File: src/sv/tqb_pkg.sv
package tqb_pkg;

    localparam int DEPTH = 16;
    localparam int AW    = (DEPTH > 1) ? $clog2(DEPTH) : 1;
    localparam int FW    = $clog2(DEPTH + 1);
    localparam int TW    = 32;
    localparam int CW    = 8;
    localparam int SW    = ((CW > FW) ? CW : FW) + 1;

    localparam int IN_W  = 16;
    localparam int OUT_W = 40;

    localparam logic [1:0] CMD_PUSH = 2'd0;
    localparam logic [1:0] CMD_POP  = 2'd1;
    localparam logic [1:0] CMD_DUMP = 2'd2;

    localparam logic [2:0] ST_OK        = 3'd0;
    localparam logic [2:0] ST_OVERFLOW  = 3'd1;
    localparam logic [2:0] ST_UNDERFLOW = 3'd2;
    localparam logic [2:0] ST_EMPTY     = 3'd3;
    localparam logic [2:0] ST_ENTRY     = 3'd4;

    typedef struct packed {
        logic          we;
        logic [AW-1:0] waddr;
        logic [TW-1:0] wdata;
        logic          re;
        logic [AW-1:0] raddr;
    } t_ram_req;

    function automatic logic [AW-1:0] ptr_inc(input logic [AW-1:0] p);
        return (p == AW'(DEPTH - 1)) ? '0 : p + 1'b1;
    endfunction

endpackage

File: src/sv/ticket_queue_batch_core.sv
// Push of n: the command is accepted, min(n, free slots) slots are written, then the result word.
// Pop and dump of an empty queue: the command is accepted, then the result word.
// Dump of k entries: one read, then one word per cycle unless the output stalls, k words in all.
// One command at a time: the input stays closed until the command's last word is registered.
// Synchronous active-low reset empties the queue and clears the ticket counter;
// slot memory contents are not cleared.
module ticket_queue_batch_core (
    input  logic                       i_clk,
    input  logic                       i_rst_n,
    input  logic                       i_s_tvalid,
    output logic                       o_s_tready,
    input  logic [tqb_pkg::IN_W-1:0]   i_s_tdata,   // command[1:0], count[9:2], zero pad
    output logic                       o_m_tvalid,
    input  logic                       i_m_tready,
    output logic [tqb_pkg::OUT_W-1:0]  o_m_tdata,   // status[2:0], ticket[34:3], zero pad
    output logic                       o_m_tlast
);

    tqb_pkg::t_ram_req           ram_req;
    logic [tqb_pkg::TW-1:0]      ram_rdata;
    logic [2:0]                  status;
    logic [tqb_pkg::TW-1:0]      ticket;

    tqb_ram #(
        .W (tqb_pkg::TW),
        .D (tqb_pkg::DEPTH)
    ) u_slots (
        .i_clk   (i_clk),
        .i_we    (ram_req.we),
        .i_waddr (ram_req.waddr),
        .i_wdata (ram_req.wdata),
        .i_re    (ram_req.re),
        .i_raddr (ram_req.raddr),
        .o_rdata (ram_rdata)
    );

    tqb_seq u_seq (
        .i_clk    (i_clk),
        .i_rst_n  (i_rst_n),
        .i_valid  (i_s_tvalid),
        .o_ready  (o_s_tready),
        .i_cmd    (i_s_tdata[1:0]),
        .i_count  (i_s_tdata[9:2]),
        .o_req    (ram_req),
        .i_rdata  (ram_rdata),
        .o_valid  (o_m_tvalid),
        .i_ready  (i_m_tready),
        .o_status (status),
        .o_ticket (ticket),
        .o_last   (o_m_tlast)
    );

    assign o_m_tdata = {5'b0, ticket, status};

endmodule

File: src/sv/tqb_ram.sv
module tqb_ram #(
    parameter int W = 32,
    parameter int D = 16
) (
    input  logic                                i_clk,
    input  logic                                i_we,
    input  logic [((D > 1) ? $clog2(D) : 1)-1:0] i_waddr,
    input  logic [W-1:0]                        i_wdata,
    input  logic                                i_re,
    input  logic [((D > 1) ? $clog2(D) : 1)-1:0] i_raddr,
    output logic [W-1:0]                        o_rdata
);

    logic [W-1:0] r_mem [D];
    logic [W-1:0] r_rdata;

    always_ff @(posedge i_clk) begin
        if (i_we) begin
            r_mem[i_waddr] <= i_wdata;
        end
        if (i_re) begin
            r_rdata <= r_mem[i_raddr];
        end
    end

    assign o_rdata = r_rdata;

endmodule

File: src/sv/tqb_seq.sv
module tqb_seq (
    input  logic                      i_clk,
    input  logic                      i_rst_n,
    input  logic                      i_valid,
    output logic                      o_ready,
    input  logic [1:0]                i_cmd,
    input  logic [tqb_pkg::CW-1:0]    i_count,
    output tqb_pkg::t_ram_req         o_req,
    input  logic [tqb_pkg::TW-1:0]    i_rdata,
    output logic                      o_valid,
    input  logic                      i_ready,
    output logic [2:0]                o_status,
    output logic [tqb_pkg::TW-1:0]    o_ticket,
    output logic                      o_last
);

    typedef enum logic [1:0] {
        S_IDLE,
        S_PUSH,
        S_RESP,
        S_DUMP
    } t_state;

    t_state                    r_state, n_state;
    logic [tqb_pkg::AW-1:0]    r_head, n_head;
    logic [tqb_pkg::FW-1:0]    r_fill, n_fill;
    logic [tqb_pkg::TW-1:0]    r_counter, n_counter;
    logic [tqb_pkg::AW-1:0]    r_tail, n_tail;
    logic [tqb_pkg::AW-1:0]    r_ptr, n_ptr;
    logic [tqb_pkg::FW-1:0]    r_left, n_left;
    logic [tqb_pkg::CW-1:0]    r_skip, n_skip;
    logic [2:0]                r_status, n_status;
    logic                      r_o_valid, n_o_valid;
    logic [2:0]                r_o_status, n_o_status;
    logic [tqb_pkg::TW-1:0]    r_o_ticket, n_o_ticket;
    logic                      r_o_last, n_o_last;

    logic                      accept;
    logic                      out_free;
    logic [tqb_pkg::SW-1:0]    cnt_x, fill_x, space_x, nwr, head_sum, tail_sum;
    logic                      over;
    logic [tqb_pkg::AW-1:0]    next_ptr;

    assign o_ready  = (r_state == S_IDLE);
    assign accept   = i_valid && o_ready;
    assign out_free = !r_o_valid || i_ready;

    always_comb begin
        cnt_x    = tqb_pkg::SW'(i_count);
        fill_x   = tqb_pkg::SW'(r_fill);
        space_x  = tqb_pkg::SW'(tqb_pkg::DEPTH) - fill_x;
        over     = cnt_x > space_x;
        nwr      = over ? space_x : cnt_x;
        head_sum = tqb_pkg::SW'(r_head) + cnt_x;
        if (head_sum >= tqb_pkg::SW'(tqb_pkg::DEPTH)) begin
            head_sum = head_sum - tqb_pkg::SW'(tqb_pkg::DEPTH);
        end
        tail_sum = tqb_pkg::SW'(r_head) + fill_x;
        if (tail_sum >= tqb_pkg::SW'(tqb_pkg::DEPTH)) begin
            tail_sum = tail_sum - tqb_pkg::SW'(tqb_pkg::DEPTH);
        end
        next_ptr = tqb_pkg::ptr_inc(r_ptr);
    end

    always_comb begin
        n_state    = r_state;
        n_head     = r_head;
        n_fill     = r_fill;
        n_counter  = r_counter;
        n_tail     = r_tail;
        n_ptr      = r_ptr;
        n_left     = r_left;
        n_skip     = r_skip;
        n_status   = r_status;
        n_o_valid  = r_o_valid && !i_ready;
        n_o_status = r_o_status;
        n_o_ticket = r_o_ticket;
        n_o_last   = r_o_last;
        o_req      = '0;

        case (r_state)
            S_IDLE: begin
                if (accept) begin
                    case (i_cmd)
                        tqb_pkg::CMD_PUSH: begin
                            n_status = over ? tqb_pkg::ST_OVERFLOW : tqb_pkg::ST_OK;
                            if (nwr == '0) begin
                                n_counter = r_counter + tqb_pkg::TW'(i_count);
                                n_state   = S_RESP;
                            end else begin
                                n_left  = nwr[tqb_pkg::FW-1:0];
                                n_skip  = tqb_pkg::CW'(cnt_x - nwr);
                                n_tail  = tail_sum[tqb_pkg::AW-1:0];
                                n_state = S_PUSH;
                            end
                        end
                        tqb_pkg::CMD_POP: begin
                            // An oversized pop drains the queue but leaves the head alone.
                            if (cnt_x > fill_x) begin
                                n_fill   = '0;
                                n_status = tqb_pkg::ST_UNDERFLOW;
                            end else begin
                                n_head   = head_sum[tqb_pkg::AW-1:0];
                                n_fill   = tqb_pkg::FW'(fill_x - cnt_x);
                                n_status = tqb_pkg::ST_OK;
                            end
                            n_state = S_RESP;
                        end
                        tqb_pkg::CMD_DUMP: begin
                            if (r_fill == '0) begin
                                n_status = tqb_pkg::ST_EMPTY;
                                n_state  = S_RESP;
                            end else begin
                                o_req.re    = 1'b1;
                                o_req.raddr = r_head;
                                n_ptr       = r_head;
                                n_left      = r_fill;
                                n_state     = S_DUMP;
                            end
                        end
                        default: begin
                            n_state = S_IDLE;
                        end
                    endcase
                end
            end
            S_PUSH: begin
                o_req.we    = 1'b1;
                o_req.waddr = r_tail;
                o_req.wdata = r_counter + 1'b1;
                n_tail      = tqb_pkg::ptr_inc(r_tail);
                n_fill      = r_fill + 1'b1;
                n_left      = r_left - 1'b1;
                if (r_left == tqb_pkg::FW'(1)) begin
                    // Refused tickets are skipped once the last slot is written.
                    n_counter = r_counter + 1'b1 + tqb_pkg::TW'(r_skip);
                    n_state   = S_RESP;
                end else begin
                    n_counter = r_counter + 1'b1;
                end
            end
            S_RESP: begin
                if (out_free) begin
                    n_o_valid  = 1'b1;
                    n_o_status = r_status;
                    n_o_ticket = '0;
                    n_o_last   = 1'b1;
                    n_state    = S_IDLE;
                end
            end
            S_DUMP: begin
                // Read data holds until the next read, so a stalled output loses nothing.
                if (out_free) begin
                    n_o_valid  = 1'b1;
                    n_o_status = tqb_pkg::ST_ENTRY;
                    n_o_ticket = i_rdata;
                    n_o_last   = (r_left == tqb_pkg::FW'(1));
                    n_left     = r_left - 1'b1;
                    if (r_left == tqb_pkg::FW'(1)) begin
                        n_state = S_IDLE;
                    end else begin
                        o_req.re    = 1'b1;
                        o_req.raddr = next_ptr;
                        n_ptr       = next_ptr;
                    end
                end
            end
            default: begin
                n_state = S_IDLE;
            end
        endcase
    end

    always_ff @(posedge i_clk) begin
        if (!i_rst_n) begin
            r_state   <= S_IDLE;
            r_head    <= '0;
            r_fill    <= '0;
            r_counter <= '0;
            r_left    <= '0;
            r_o_valid <= 1'b0;
        end else begin
            r_state   <= n_state;
            r_head    <= n_head;
            r_fill    <= n_fill;
            r_counter <= n_counter;
            r_left    <= n_left;
            r_o_valid <= n_o_valid;
        end
        r_tail     <= n_tail;
        r_ptr      <= n_ptr;
        r_skip     <= n_skip;
        r_status   <= n_status;
        r_o_status <= n_o_status;
        r_o_ticket <= n_o_ticket;
        r_o_last   <= n_o_last;
    end

    assign o_valid  = r_o_valid;
    assign o_status = r_o_status;
    assign o_ticket = r_o_ticket;
    assign o_last   = r_o_last;

endmodule

File: config.mk
export PLATFORM = sky130hd
export DESIGN_NAME = ticket_queue_batch_core
export DESIGN_NICKNAME = d
export VERILOG_FILES = /design/src/sv/tqb_pkg.sv /design/src/sv/ticket_queue_batch_core.sv /design/src/sv/tqb_ram.sv /design/src/sv/tqb_seq.sv
export SDC_FILE = /design/constraint.sdc
export NUM_CORES = 1
export LEC_CHECK = 0
export ABC_AREA = 1
export BUFFER_PORTS_ARGS = -buffer_cell sky130_fd_sc_hd__buf_2
export CAP_MARGIN = 5
export CORE_ASPECT_RATIO = 1.4
export CORE_MARGIN = 8
export CORE_UTILIZATION = 40
export DETAILED_ROUTE_END_ITERATION = 6
export PLACE_DENSITY = 0.6
export SLEW_MARGIN = 20
export SYNTH_ARGS = -nofsm -noshare
export SYNTH_HDL_FRONTEND = slang
export SYNTH_SLANG_ARGS = --single-unit
export TNS_END_PERCENT = 20
File: constraint.sdc
create_clock -name i_clk -period 10.7 [get_ports i_clk]
set_clock_uncertainty 0.15 [all_clocks]
set_input_delay 2.675 -clock i_clk [delete_from_list [all_inputs] [get_ports i_clk]]
set_output_delay 2.675 -clock i_clk [all_outputs]
set_load 0.1 [all_outputs]
# After elaboration in Yosys (flattened, before gate mapping)
# Memory sizes are Yosys's and may differ from the RTL's. A register that Yosys moved wholly into a read port is not among the register bits.
# Cells that the tools add are included.
# word_totals
inputBits	20
mem_count	1
regBits	104
mem_bits_rw	512
latchBits	0
wordCells	146
romBits	0
output_inout_bits	43
# memory_table
memory	depth	word_bits	rd	rd_clocked_by_memory_dff	wr	line	rtl
u_slots.r_mem	16	32	1	1	1	tqb_ram.sv:14	logic [W-1:0] r_mem [D];
# classes
addsub	14
multipliers	0
n_mux	63
n_reduce_logical	25
shift	0
n_div	0
eq_ne	24
n_lt_le_gt_ge	4
bitwise_logic	2
# op_table
op	count
$mux 32	6
$pmux 32 s2	2
$add 32x8->32	2
$mux 5	12
$mux 4	12
$mux 37	1
$add 32x1->32 const B	1
$pmux 5 s2	3
$reduce_and 4->1	5
$ne 2x2->1 const B	8
$pmux 4 s2	2
$pmux 5 s3	1
$mux 2	7
$reduce_and 6->1	2
$ne 2x1->1 const B	5
$add 4x8->9	1
$ge 9x5->1 const B	1
$gt 8x9->1	1
$logic_not 9->1	1
$mux 3	3
$mux 9	1
$ne 3x3->1 const B	3
$pmux 3 s3	1
$add 4x1->4 const B	2
29 further kinds	49

# Longest topological paths before layout
# logic_depth
word_depth	8
mapped_depth	27
depth_no_buf	26

# Hierarchy
# From an unflattened synthesis, not the netlist that was laid out.
# unflattened
cells_unflattened	3570
area_unflattened_um2	32443.6
# modules_own_cells
mod	n_inst	seq_area_each_um2	cells_per_inst	area_each_um2
tqb_ram	1	16335.7	2120	23050.9
tqb_seq	1	2602.5	1444	9351.5
ticket_queue_batch_core	1	0.0	6	41.3

# Least setup slack after synthesis
# Ideal clock, no wire load.
# synth_timing
path_type	input -> register
from	in i_s_tdata[0] (netlist name)
to	reg u_slots.r_rdata[0], in the netlist u_slots.o_rdata[0] (read register of u_slots.r_mem) (enable)
setup_slack_ns	5.315
stages	6
setup_time_ns	0.432
n_path_buf	0
arrival_ns	4.803
required_time_ns	10.118
cell_sequence	inv_1 ha_1 nand2_1 nor2_1 inv_1 a21oi_1
# synth_rtl
element	line	rtl
start: declaration	ticket_queue_batch_core.sv:12	input logic [tqb_pkg::IN_W-1:0] i_s_tdata,
end: declaration	tqb_ram.sv:15	logic [W-1:0] r_rdata;

# Worst setup path in the final report
# layout_timing
from	in i_s_tdata[0] (netlist name)
to	reg u_slots.r_rdata[6], in the netlist u_slots.o_rdata[6] (read register of u_slots.r_mem) (data pin)
# layout_via
elab_chain_cells	4
# layout_rtl
element	line	rtl
$eq 2x2->1	tqb_seq.sv:84	case (i_cmd)
$mux 5	tqb_seq.sv:84	
$mux 5	tqb_seq.sv:83	if (accept) begin
$pmux 5 s2	tqb_seq.sv:81	case (r_state)
# No other way between the ends.
# A chain may end at the register's enable or synchronous reset.

==> flow_metrics.env <==
export IMPL_status="complete, no violations"
export IMPL_synth_seq_cells=647
export IMPL_cts_tree="yes"
export IMPL_p_per_area_nw_per_um2=170
export IMPL_synth_edf_count=598
export IMPL_critical_path_max_stage_delay_ns=1.07
export IMPL_pwr_share_clk_pct=38.2
export IMPL_die_area_um2=85100
export IMPL_cts_resized_gates=0
export IMPL_critPathRequiredTime_ns=11.04
export IMPL_via_per_inst=5.56
export IMPL_fmax_ghz=0.145
export IMPL_crit_end="u_slots.o_rdata[6]"
export IMPL_dieWidth_um=249
export IMPL_drtAntennaViolNets=0
export IMPL_dp_hpwl_um=48700
export IMPL_whs_ns=0.354
export IMPL_seq_area_frac_synth_pct=62.4
export IMPL_rows=119
export IMPL_wl_um=85100
export IMPL_multi_input_area_um2=10200
export IMPL_grt_pass1_vias=21300
export IMPL_worst_slack_ns=3.82
export IMPL_port_buffers=51
export IMPL_grt_usage_pct=19.4
export IMPL_period_share_pct=64.3
export IMPL_syn_cell_area_um2=30400
export IMPL_hold_viol=0
export IMPL_fin_cells=3867
export IMPL_rsz0062_at_grt="false"
export IMPL_fillers=6883
export IMPL_slew_headroom_pct=23.4
export IMPL_critPathMaxFanout=70
export IMPL_insertedDiodeCount=0
export IMPL_dr_pass1_iters=5
export IMPL_synth_cell_type_count=55
export IMPL_slew_violations=0
export IMPL_layout_min_cycle_time_ns=6.88
export IMPL_sequentialPowerShare_pct=50.2
export IMPL_cts_hold_buf=0
export IMPL_p_leak_nw=10.7
export IMPL_drt_iter0_drc=1936
export IMPL_hold_class="flop to flop"
export IMPL_tightest_slew_ns=1.15
export IMPL_p_switching_mw=1.50
export IMPL_cts_max_level=2
export IMPL_seqCellArea_um2=18900
export IMPL_synth_flop_cell="edfxtp_1"
export IMPL_vias=21500
export IMPL_post_cts_buffers=0
export IMPL_post_drt_wl_per_cell_um=22.0
export IMPL_synth_area_top_cells="edfxtp_1, o211ai_1, nand2_1"
export IMPL_cp_start_kind="primary input"
export IMPL_ir_drop_v=0.000121
export IMPL_r2r_cells=17
export IMPL_p_total_mw=5.71
export IMPL_grt_pass1_wl_um=128000
export IMPL_drive_gt1_share_pct=12.6
export IMPL_place_ws_ns=3.30
export IMPL_swShare_pct=26.2
export IMPL_syn_avg_cell_area_um2=10.7
export IMPL_setup_violations=0
export IMPL_arrival_ns=7.21
export IMPL_clk_pin_slew_worst_paths_ns=0.06
export IMPL_syn_inst=2841
export IMPL_grt_overflow_total=0
export IMPL_placedCellCount=3754
export IMPL_critPathCaptureType="flop"
export IMPL_ys_warn_count=0
export IMPL_cap_violations=0
export IMPL_synthToLayoutAreaGrowth_pct=10.9
export IMPL_critPathKind="primary input to flop"
export IMPL_nNetsFinal=2938
export IMPL_crit_chain="buf_2, inv_1, ha_1, nand2_1, nor2_1, inv_1, o22ai_1, nand2_4, inv_2, buf_4, o21ai_0, o211ai_1, o211ai_1, nand2_1"
export IMPL_numCtsBuffers=61
export IMPL_ios=63
export IMPL_synth_top_area_share_pct=59.2
export IMPL_core_um2=75200
export IMPL_async_flop_share_pct=0
export IMPL_grt_max_degree=130
export IMPL_hold_depth=2
export IMPL_grt_antenna_before_repair=0
export IMPL_power_internal_mw=4.21
export IMPL_cts_root_buf="clkbuf_16"
export IMPL_critPathLaunch="i_s_tdata[0]"
export IMPL_fin_setup_tns_ns=0
export IMPL_critPathSlowestCell="inv_2"
export IMPL_routabilityCongestion=0.925
export IMPL_r2r_end="u_slots.o_rdata[6]"
export IMPL_reg2reg_from="u_seq.r_fill[1]"
export IMPL_drc=0
export IMPL_r2r_slack_ns=5.15
export IMPL_die_height_um=342
export IMPL_clkLatencyLatePin_ns=0.63
export IMPL_start_util_pct=40.4
export IMPL_comb_power_share_pct=11.6
export IMPL_clockBufferDepth=3
export IMPL_synth_top_area_cell="edfxtp_1"
export IMPL_cts_sinks=647
[how the worst min path moves through the flow]
| stage | end | start | slack (ns) |
|---|---|---|---|
| finish | u_seq.o_ticket[11] | u_slots.o_rdata[11] | 0.35 |
| global route | u_seq.o_ticket[1] | u_slots.o_rdata[1] | 0.37 |
| CTS | u_seq.o_ticket[11] | u_slots.o_rdata[11] | 0.36 |
| detailed placement | u_seq.o_ticket[11] | u_slots.o_rdata[11] | 0.34 |
| global placement | u_seq.o_ticket[20] | u_slots.o_rdata[20] | 0.34 |
| floorplan | u_seq.r_head[2] | u_seq.r_head[2] | 0.32 |
[area by class of cell]
| class | instances | area share [%] |
|---|---|---|
| clock buffer | 69 | 4.75 |
| clock inverter | 44 | 1.18 |
| inverter | 214 | 2.42 |
| multi-input combinational | 1841 | 30.3 |
| sequential | 647 | 56.3 |
| tap | 968 | 3.60 |
| timing repair buffer | 84 | 1.49 |
[synthesized netlist by cell type, drive strengths merged (3+ instances only)]
cell type	count
a211oi	3
a21oi	82
a31oi	7
buf	42
clkbuf	101
dfxtp	49
edfxtp	598
fa	6
ha	63
inv	212
nand2	442
nand3	111
nand4	21
nor2	359
nor3	17
nor4	3
o211ai	258
o21ai	269
o21bai	5
o221ai	3
o22ai	6
o31ai	3
or2	129
xnor2	10
xor2	28
[layout by cell type (no fill, tap or decap), types with 15 or more instances in the layout]
master / count
a21oi_1: 78
nand2_1: 425
nand3_1: 109
clkbuf_16: 63
o21ai_1: 23
o21ai_0: 245
dfxtp_1: 49
edfxtp_1: 598
o211ai_1: 258
nor2_1: 326
clkinv_2: 15
buf_2: 51
buf_4: 33
xor2_1: 27
ha_1: 61
nand4_1: 20
inv_1: 204
nor2_4: 18
or2_0: 17
nor2_2: 15
or2_2: 112
[power by group through the flow]
stage	Sequential (mW)	Clock, mW	Combinational, mW
2_1_floorplan	3.06	0	0.352
3_3_place_gp	2.92	0	0.655
3_5_place_dp	2.92	0	0.664
4_1_cts	2.87	2.22	0.667
5_1_grt	2.88	2.32	0.723
6_report	2.87	2.18	0.663
[critical path: cells and delay by family]
kind,cells,cell delay [ns]
buffers and inverters,5,2.14
and+or+nand+nor,4,1.01
AOI/OAI and AO/OA,4,0.85
adders and majority gates,1,0.36
[through the flow]
step / instance area, µm² / utilization (%)
3_5_place_dp: 31600 / 42.1
6_report: 33600 / 44.8
3_3_place_gp: 31600 / 42.1
2_1_floorplan: 30400 / -
4_1_cts: 33600 / 44.7
5_1_grt: 33600 / 44.8
[cell families (layout without fill, tap and decap cells)]
family	after synthesis	count (layout)	share of synthesized area, %
simple gates	1087	1087	15.7
mux	1	1	0.0371
xor+xnor	38	38	1.12
compound gates	641	641	13.0
flops	647	647	62.4
other cells	1	5	0.0124
buf+inv	357	411	4.74
fa+ha+maj	69	69	2.99
[metal layers]
layer	vias to the layer above	share of wire, %	GRT usage [%]
met5	-	0	0
met4	0	3.5	7.19
met3	167	4.7	2.20
met2	654	51	35.4
met1	10600	41	23.4
li1	10100	-	-
[state kept, by name, indices dropped and copies added (netlist names), 3 cells and up]
name and cells:
u_seq.r_ptr 4, u_slots.o_rdata 32, u_seq.r_left 5, u_seq.r_counter 32, u_seq.o_ticket 32, u_seq.r_skip 8
u_seq.r_head 4, u_slots.r_mem 512, u_seq.r_tail 4, u_seq.r_fill 5, u_seq.o_status 3
Note: power is estimated with default switching activity, not from simulation.
